`src/hdl/usbmsx_pkg.sv`:
```
package usbmsx_pkg;

    localparam logic [3:0] CODE_EMPTY      = 4'h0;
    localparam logic [3:0] CODE_START_CONT = 4'h4;
    localparam logic [7:0] SX_BEGIN        = 8'hF0;
    localparam logic [7:0] SX_FINISH       = 8'hF7;
    localparam logic [7:0] PAD_BYTE        = 8'h00;

    localparam int HELD_DEPTH = 6;
    localparam logic [2:0] START_LEN = 3'd5;
    localparam logic [2:0] CONT_LEN  = 3'd6;

    // result queue
    localparam int FIFO_DEPTH = 4;
    localparam int FIFO_AW    = $clog2(FIFO_DEPTH);
    localparam int FIFO_CW    = $clog2(FIFO_DEPTH + 1);

    typedef logic [HELD_DEPTH-1:0][7:0] t_bytes6;

    typedef struct packed {
        logic [3:0] code_a;
        logic [7:0] byte_a0;
        logic [7:0] byte_a1;
        logic [7:0] byte_a2;
        logic [3:0] code_b;
        logic [7:0] byte_b0;
        logic [7:0] byte_b1;
        logic [7:0] byte_b2;
        logic       end_packet;
        logic       short_error;
    } t_result;

    // packets produced by one transaction, first always used when num is non-zero
    typedef struct packed {
        logic [1:0] num;
        t_result    first;
        t_result    second;
    } t_push;

    // closing packet: n held bytes, then F7, then zero padding
    function automatic t_result make_end(t_bytes6 seq, logic [2:0] n);
        t_result    r;
        t_bytes6    e;
        logic [2:0] total;
        r     = '0;
        total = n + 3'd1;
        for (int i = 0; i < HELD_DEPTH; i++) begin
            if (3'(i) < n) begin
                e[i] = seq[i];
            end else if (3'(i) == n) begin
                e[i] = SX_FINISH;
            end else begin
                e[i] = PAD_BYTE;
            end
        end
        r.byte_a0 = e[0];
        r.byte_a1 = e[1];
        r.byte_a2 = e[2];
        r.byte_b0 = e[3];
        r.byte_b1 = e[4];
        r.byte_b2 = e[5];
        if (total > 3'd3) begin
            r.code_a = CODE_START_CONT;
            r.code_b = {1'b0, total} + 4'd1;
        end else begin
            r.code_a = CODE_START_CONT + {1'b0, total};
            r.code_b = CODE_EMPTY;
        end
        r.end_packet  = 1'b1;
        r.short_error = 1'b0;
        return r;
    endfunction

endpackage

```
`src/hdl/usbmsx_packer.sv`:
```
module usbmsx_packer (
    input  logic               i_clk,
    input  logic               i_rst_n,
    input  logic               i_fire,
    input  logic [7:0]         i_data_byte,
    input  logic               i_last_byte,
    output usbmsx_pkg::t_push  o_push
);

    logic                    r_started, n_started;
    logic [2:0]              r_count, n_count;
    usbmsx_pkg::t_bytes6     r_held;
    usbmsx_pkg::t_bytes6     seq;
    logic [2:0]              c1;

    // held bytes with the incoming byte dropped into its slot
    always_comb begin
        for (int k = 0; k < usbmsx_pkg::HELD_DEPTH; k++) begin
            seq[k] = (3'(k) == r_count) ? i_data_byte : r_held[k];
        end
    end

    assign c1 = r_count + 3'd1;

    always_comb begin
        n_started = r_started;
        n_count   = r_count;
        o_push    = '0;
        if (i_fire) begin
            if (!r_started) begin
                if (c1 == usbmsx_pkg::START_LEN) begin
                    o_push.first.code_a  = usbmsx_pkg::CODE_START_CONT;
                    o_push.first.byte_a0 = usbmsx_pkg::SX_BEGIN;
                    o_push.first.byte_a1 = seq[0];
                    o_push.first.byte_a2 = seq[1];
                    o_push.first.code_b  = usbmsx_pkg::CODE_START_CONT;
                    o_push.first.byte_b0 = seq[2];
                    o_push.first.byte_b1 = seq[3];
                    o_push.first.byte_b2 = seq[4];
                    o_push.num = 2'd1;
                    n_started  = 1'b1;
                    n_count    = 3'd0;
                    if (i_last_byte) begin
                        o_push.second = usbmsx_pkg::make_end(seq, 3'd0);
                        o_push.num    = 2'd2;
                        n_started     = 1'b0;
                    end
                end else if (i_last_byte) begin
                    o_push.first.short_error = 1'b1;
                    o_push.num = 2'd1;
                    n_started  = 1'b0;
                    n_count    = 3'd0;
                end else begin
                    n_count = c1;
                end
            end else begin
                if (c1 == usbmsx_pkg::CONT_LEN) begin
                    o_push.first.code_a  = usbmsx_pkg::CODE_START_CONT;
                    o_push.first.byte_a0 = seq[0];
                    o_push.first.byte_a1 = seq[1];
                    o_push.first.byte_a2 = seq[2];
                    o_push.first.code_b  = usbmsx_pkg::CODE_START_CONT;
                    o_push.first.byte_b0 = seq[3];
                    o_push.first.byte_b1 = seq[4];
                    o_push.first.byte_b2 = seq[5];
                    o_push.num = 2'd1;
                    n_count    = 3'd0;
                    if (i_last_byte) begin
                        o_push.second = usbmsx_pkg::make_end(seq, 3'd0);
                        o_push.num    = 2'd2;
                        n_started     = 1'b0;
                    end
                end else if (i_last_byte) begin
                    o_push.first = usbmsx_pkg::make_end(seq, c1);
                    o_push.num   = 2'd1;
                    n_started    = 1'b0;
                    n_count      = 3'd0;
                end else begin
                    n_count = c1;
                end
            end
        end
    end

    always_ff @(posedge i_clk) begin
        if (!i_rst_n) begin
            r_started <= 1'b0;
            r_count   <= 3'd0;
        end else begin
            r_started <= n_started;
            r_count   <= n_count;
        end
    end

    always_ff @(posedge i_clk) begin
        if (i_fire) begin
            r_held[r_count] <= i_data_byte;
        end
    end

endmodule

```
`src/hdl/usbmsx_out_fifo.sv`:
```
module usbmsx_out_fifo (
    input  logic                i_clk,
    input  logic                i_rst_n,
    input  usbmsx_pkg::t_push   i_push,
    output logic                o_full,
    output logic                o_valid,
    input  logic                i_stall,
    output usbmsx_pkg::t_result o_res
);

    usbmsx_pkg::t_result                   r_mem [usbmsx_pkg::FIFO_DEPTH];
    logic [usbmsx_pkg::FIFO_AW-1:0]        r_wr_ptr, r_rd_ptr;
    logic [usbmsx_pkg::FIFO_CW-1:0]        r_count;
    logic [usbmsx_pkg::FIFO_AW-1:0]        wr_ptr_1;
    logic                                  pop;

    assign wr_ptr_1 = r_wr_ptr + 1'b1;
    assign o_valid  = (r_count != '0);
    assign pop      = o_valid && !i_stall;
    assign o_res    = r_mem[r_rd_ptr];
    // room for two packets must be there before a transaction is taken
    assign o_full   = (r_count > usbmsx_pkg::FIFO_CW'(usbmsx_pkg::FIFO_DEPTH - 2));

    always_ff @(posedge i_clk) begin
        if (i_push.num != 2'd0) begin
            r_mem[r_wr_ptr] <= i_push.first;
        end
        if (i_push.num == 2'd2) begin
            r_mem[wr_ptr_1] <= i_push.second;
        end
    end

    always_ff @(posedge i_clk) begin
        if (!i_rst_n) begin
            r_wr_ptr <= '0;
            r_rd_ptr <= '0;
            r_count  <= '0;
        end else begin
            r_wr_ptr <= r_wr_ptr + usbmsx_pkg::FIFO_AW'(i_push.num);
            if (pop) begin
                r_rd_ptr <= r_rd_ptr + 1'b1;
            end
            r_count <= r_count + usbmsx_pkg::FIFO_CW'(i_push.num)
                       - usbmsx_pkg::FIFO_CW'(pop);
        end
    end

endmodule

```
`src/hdl/usb_midi_sysex_packetizer.sv`:
```
// each packet is registered in the result queue before it appears on the output
// throughput: one payload byte per cycle while o_stall is low; a closing byte may yield two packets, which the
//   four-entry result queue drains one per cycle while i_stall is low and new bytes keep flowing
// o_stall rises only while the result queue holds more than two packets
// reset (synchronous, active low) empties the queue and returns to waiting for a start packet
module usb_midi_sysex_packetizer (
    input  logic       i_clk,
    input  logic       i_rst_n,
    // byte channel
    input  logic       i_valid,
    output logic       o_stall,
    input  logic [7:0] i_data_byte,
    input  logic       i_last_byte,
    // packet channel
    output logic       o_valid,
    input  logic       i_stall,
    output logic [3:0] o_code_a,
    output logic [7:0] o_byte_a0,
    output logic [7:0] o_byte_a1,
    output logic [7:0] o_byte_a2,
    output logic [3:0] o_code_b,
    output logic [7:0] o_byte_b0,
    output logic [7:0] o_byte_b1,
    output logic [7:0] o_byte_b2,
    output logic       o_end_packet,
    output logic       o_short_error
);

    // a byte transaction completes when the queue has room for two packets
    logic                fire;
    logic                full;
    usbmsx_pkg::t_push   push;
    usbmsx_pkg::t_result res;

    assign o_stall = full;
    assign fire    = i_valid && !full;

    // packing logic: held bytes plus the incoming one form start, continuation,
    // closing or short-message packets in a single pass
    usbmsx_packer u_packer (
        .i_clk       (i_clk),
        .i_rst_n     (i_rst_n),
        .i_fire      (fire),
        .i_data_byte (i_data_byte),
        .i_last_byte (i_last_byte),
        .o_push      (push)
    );

    // registered result queue, deep enough to absorb the extra closing packet
    usbmsx_out_fifo u_out_fifo (
        .i_clk   (i_clk),
        .i_rst_n (i_rst_n),
        .i_push  (push),
        .o_full  (full),
        .o_valid (o_valid),
        .i_stall (i_stall),
        .o_res   (res)
    );

    // unpack the head packet onto the ports
    assign o_code_a      = res.code_a;
    assign o_byte_a0     = res.byte_a0;
    assign o_byte_a1     = res.byte_a1;
    assign o_byte_a2     = res.byte_a2;
    assign o_code_b      = res.code_b;
    assign o_byte_b0     = res.byte_b0;
    assign o_byte_b1     = res.byte_b1;
    assign o_byte_b2     = res.byte_b2;
    assign o_end_packet  = res.end_packet;
    assign o_short_error = res.short_error;

endmodule

```
`config.mk`:
```
export PLATFORM = sky130hd
export DESIGN_NAME = usb_midi_sysex_packetizer
export DESIGN_NICKNAME = d
export VERILOG_FILES = /design/src/hdl/usbmsx_pkg.sv /design/src/hdl/usbmsx_packer.sv /design/src/hdl/usbmsx_out_fifo.sv /design/src/hdl/usb_midi_sysex_packetizer.sv
export SDC_FILE = /design/constraint.sdc
export NUM_CORES = 1
export LEC_CHECK = 0
export BUFFER_PORTS_ARGS = -buffer_cell sky130_fd_sc_hd__buf_4
export CAP_MARGIN = 40
export CORE_ASPECT_RATIO = 1.5
export CORE_MARGIN = 3
export CORE_UTILIZATION = 60
export CTS_CLUSTER_DIAMETER = 50
export CTS_CLUSTER_SIZE = 25
export DETAILED_ROUTE_END_ITERATION = 16
export PLACE_DENSITY_LB_ADDON = 0.08
export SLEW_MARGIN = 20
export SYNTH_ARGS = -nofsm -noshare
export SYNTH_HDL_FRONTEND = slang
export SYNTH_SLANG_ARGS = --single-unit
```
`constraint.sdc`:
```
create_clock -name i_clk -period 5.1 [get_ports i_clk]
set_input_delay 0.255 -clock i_clk [delete_from_list [all_inputs] [get_ports i_clk]]
set_output_delay 0.255 -clock i_clk [all_outputs]
set_load 0.03 [all_outputs]
```
Yosys cells after proc, flatten, opt, wreduce, memory -nomap -nowiden
Memory sizes are Yosys's and may differ from the RTL's. A register that Yosys moved wholly into a read port is not among the register bits.
Cells that the tools add are included.
{ "op_classes": {"n_addsub": 9, "n_lt_le_gt_ge": 10, "n_eq_ne": 13, "n_mux": 52, "reduce_logical": 9} }
{ "ops": {"columns": ["op", "count"], "rows": [
  ["$mux W57", 3],
  ["$mux W8", 19],
  ["$mux W118", 1],
  ["$mux W59", 2],
  ["$mux W58", 2],
  ["$mux W55", 1],
  ["$bwmux W48", 1],
  ["$demux W8 S3", 1],
  ["$eq A2 B3 Y1 const A", 4],
  ["$eq A3 B3 Y1 const A", 4],
  ["$mux W3", 4],
  ["$mux W1", 11],
  ["$mux W2", 5],
  ["$mux W4", 2],
  ["$add A3 B1 Y3 const B", 2],
  ["$eq A1 B3 Y1 const A", 2],
  ["$eq A3 B3 Y1 const B", 2],
  ["$gt A3 B2 Y1 const B", 2],
  ["$logic_not A3 Y1", 2],
  ["$lt A1 B3 Y1 const A", 2],
  ["$lt A2 B3 Y1 const A", 2],
  ["$lt A3 B3 Y1 const A", 2],
  ["$add A2 B1 Y2 const B", 2],
  ["$add A3 B1 Y4 const B", 1],
  ["11 further kinds", 14]
]} }
{ "word_totals": {"ff_bits": 59, "mem_bits_rw": 232, "input_bits": 13, "output_inout_bits": 60, "elab_cells": 105, "mem_count": 1} }
{ "mem_list": {"columns": ["memory", "depth", "width", "read_ports", "rd_clocked_by_memory_dff", "wr", "line", "source"], "rows": [
  ["u_out_fifo.r_mem", 4, 58, 1, 1, 2, "usbmsx_out_fifo.sv:11", "usbmsx_pkg::t_result r_mem [usbmsx_pkg::FIFO_DEPTH];"]
]} }

Depth between registers and ports, before layout
{ "logic_depth": {"word_depth": 11, "ltp_mapped": 18, "depth_no_buf": 15} }

Modules after synthesis
A second synthesis with hierarchy kept.
{ "unflattened": {"cells_unflattened": 1020, "area_unflattened_um2": 15610.0} }
{ "by_module_without_submodules": {"columns": ["module", "n_inst", "cells_per_inst", "area_per_inst_um2", "seq_area_each_um2"], "rows": [
  ["usbmsx_out_fifo", 1, 616, 11621.1, 7146.9],
  ["usbmsx_packer", 1, 403, 3975.1, 1521.5],
  ["usb_midi_sysex_packetizer", 1, 1, 13.8, 0.0]
]} }

Least setup slack after synthesis
OpenSTA, ideal clock, no wires.
{ "synth_timing": {"path_type": "reg2reg", "start": "register u_packer.r_count[2]", "end": "memory u_out_fifo.r_mem[3][1] (netlist name), enable pin", "setup_ns": 0.334, "arrival_ns": 3.319, "t_required_ns": 4.766, "path_slack_ns": 1.447, "stages_incl_launch_ff": 16, "path_buffers": 5, "period_less_slack_ns": 3.653, "cell_sequence": "dfxtp_1 > clkbuf_1 > clkbuf_1 > inv_1 > ha_1 > clkbuf_2 > nor2b_1 > inv_1 > ha_1 > nand2b_1 > and2_1 > a211oi_1 > nand3_1 > clkbuf_1 > buf_1 > inv_1"} }
{ "synth_lines": {"columns": ["element", "line", "source"], "rows": [
  ["start: declaration", "usbmsx_packer.sv:11", "logic [2:0] r_count, n_count;"],
  ["start signal: assignment", "usbmsx_packer.sv:91", "r_count <= n_count;"],
  ["end: declaration", "usbmsx_out_fifo.sv:11", null]
]} }

==> key figures <==
STA
  – Slew Viols, Final: 0
  – Setup ws final: 0.848 ns
  – Setup violators final: 0
  – RSZ-0062 raised after global routing: no
  – Hold slack: 0.0173 ns
  – Least-Margin Pin Slew: 0.931 ns
  – Fmax: 235 MHz
  – Fin. Hold Viols: 0
  – Crit share post-route: 83.4%
  – Final min period: 4.25 ns
  – Worst clock skew: 0.0211 ns
  – Slew headroom: 37.4%
  – Setup TNS: 0 ns

Setup path
  – CP Max Fanout: 49
  – Worst Setup Start Kind: register
  – Element type at the critical path end: register
  – Worst Path Arrival: 4.44 ns
  – Worst Path Required: 5.28 ns
  – Worst setup path class: reg -> reg

Die
  – Core ar.: 20,500 um^2
  – Die W: 124 um
  – Num ports: 73
  – Die ar.: 22,800 um^2
  – Initial core utilization: 61.4%
  – Row Count: 64
  – DIE HEIGHT: 183 um

Clocking
  – Num CTS Buffers: 21
  – Post-CTS Resized: 0
  – CTS tree: built
  – Reg clk slew, reported paths: 0.09 ns
  – Post-CTS Setup Repair Bufs: 0
  – Htree depth: 1
  – Maximum clock insertion buffer count: 3
  – Hold-fix buffers, CTS: 0
  – Clock Sinks: 293
  – Clock root buffer: clkbuf_16
  – Worst-Skew Late Latency: 0.53 ns

GRT
  – Initial antenna violation count: 0
  – First-pass GRT wire length: 51,300 um
  – Gr usage total: 28.3%
  – Largest net degree at the start of global routing: 50
  – Vias in the first global route: 8,992
  – Total congestion overflow: 0

Logic synthesis
  – Area contributors post-synth: dfxtp_1 33%, edfxtp_1 21%, mux4_2 10%
  – Mapped Cells: 1,000
  – Cell area after synthesis: 12,600 um^2
  – Post-synth EDFFs: 88
  – FF+latch count, synth: 293
  – Post-synth top flop: dfxtp_1
  – Post-Syn Nets: 1,030
  – Sequential cell area fraction in the yosys report: 53.6%
  – Share of synthesized flip-flops with an asynchronous set or reset: 0%
  – Most frequent cell after synthesis: dfxtp_1
  – Ys Warns: 0
  – Avg Cell Area, Syn: 12.6 um^2
  – Number of distinct library cells after synthesis: 65
  – Post-synth top area cell: dfxtp_1
  – Top-area cell type share of the netlist area: 32.6%
  – Commonest cells post-synth: 205 x dfxtp_1, 108 x a22o_1, 88 x edfxtp_1

Drt
  – DRC: 0
  – Remaining antenna violation count: 0
  – Total Wirelength: 32,900 um
  – Initial DRC count: 780
  – Detailed-route via count: 8,852
  – WL/cell: 25.0 um
  – 1st-pass router iterations: 5
  – Routed vias/inst: 6.73

Place
  – GPL Wtd Cong: 0.880
  – Post-DP HPWL: 21,700 um
  – Placed cell count: 1,277
  – DP Area: 13,400 um^2
  – Port-buffer cells: 72
  – Worst slack, placed: 0.896 ns

Power
  – Pleak: 5.10 nW
  – Clk pwr share: 34.5%
  – Peak supply drop: 369 uV
  – Sequential Power Share: 49.1%
  – Total power: 5.13 mW
  – Gate power share: 16.3%
  – NetSw: 1.50 mW
  – P_int: 3.63 mW
  – Sw frac: 29.3%
  – Pwr per Cell Area: 364 nW/um^2

Layout
  – Fin cells: 1,316
  – Fraction of layout cells with a size suffix above 1: 21.3%
  – Nets@finish: 1,068
  – Final Cell Area: 14,100 um^2
  – Final antenna diode count: 0
  – Syn-to-layout area delta: 12.1%
  – Post-layout util: 68.8%

Worst hold path
  – HP Class: in -> reg

Status
  – Run status: completed

Flow run
  – Max-cap violations: 0
==> cell type report <==
class,count,area [um^2]
timing repair buffer,100,768
fill,1520,6390
multi-input combinational,606,5470
clock buffer,23,543
sequential,293,6750
tap,264,330
inverter,16,60.1
clock inverter,14,190
==> sequential cells by signal, indices dropped and copies added (netlist names), named ones only <==
register,flops
u_out_fifo.r_count,3
u_out_fifo.r_rd_ptr,2
u_packer.r_started,1
u_out_fifo.r_wr_ptr,2
u_out_fifo.r_mem,232
u_packer.r_count,3
u_packer.r_held,48
==> power by group through the flow <==
stage | sequential [mW] | clock [mW] | combinational [mW]
final | 2.52 | 1.77 | 0.839
after detailed placement | 2.61 | 0 | 0.795
after global placement | 2.62 | 0 | 0.768
after CTS | 2.56 | 1.80 | 0.798
after global routing | 2.53 | 1.87 | 0.902
after floorplan | 2.54 | 0 | 0.606
==> worst max-delay path, stage by stage, from the launching register on <==
cell and delay [ns]:
dfxtp_1 0.77, inv_1 0.31, ha_1 0.55, nor3_2 0.42
ha_1 0.32, nand2b_1 0.14, and2_1 0.23, a211oi_1 0.14
nand3_2 0.09, buf_4 0.53, inv_1 0.40
==> kinds of logic (layout without fill, tap and decap cells) <==
group | after synthesis | in the layout | synth area share (%)
compound gates | 322 | 322 | 20.5
xor+xnor | 8 | 8 | 0.557
fa+ha+maj | 17 | 17 | 1.75
buf+inv | 101 | 153 | 3.21
flops | 293 | 293 | 53.6
mux | 92 | 92 | 13.1
simple gates | 167 | 167 | 7.25
==> per-layer routing <==
metal	part of all wire, %	vias up	track usage (%)
li1	-	4024	-
met1	41	4447	36.7
met2	50	313	48.9
met3	5.1	68	3.03
met4	4.1	0	11.6
met5	0	-	0
==> worst paths after layout <==
path	startpoint	endpoint	slack [ns]	cells after the start
worst min register to register	u_out_fifo.r_mem[0][55]	u_out_fifo.r_mem[0][55]	0.46	2
worst max register to register	u_packer.r_count[0]	u_out_fifo.r_mem[3][48]	0.85	10
worst max-delay path	u_packer.r_count[0]	u_out_fifo.r_mem[3][48]	0.85	10
worst min-delay path	i_data_byte[3]	u_packer.r_held[19]	0.02	1
==> cell usage in the layout (no fill, tap or decap), drive strengths merged, types with 10 or more instances in the layout <==
cell | netlist | routed
nand2 | 48 | 48
o21ai | 46 | 46
nand2b | 15 | 15
ha | 16 | 16
nand3 | 10 | 10
edfxtp | 88 | 88
buf | 24 | 99
and2 | 20 | 20
nor2b | 11 | 11
a21oi | 16 | 16
a32o | 20 | 20
clkbuf | 61 | 24
o22ai | 18 | 18
dfxtp | 205 | 205
nor2 | 18 | 18
mux4 | 58 | 58
inv | 16 | 26
mux2i | 32 | 32
o2bb2ai | 58 | 58
a22o | 108 | 108
(Power assumes the default switching activity.)
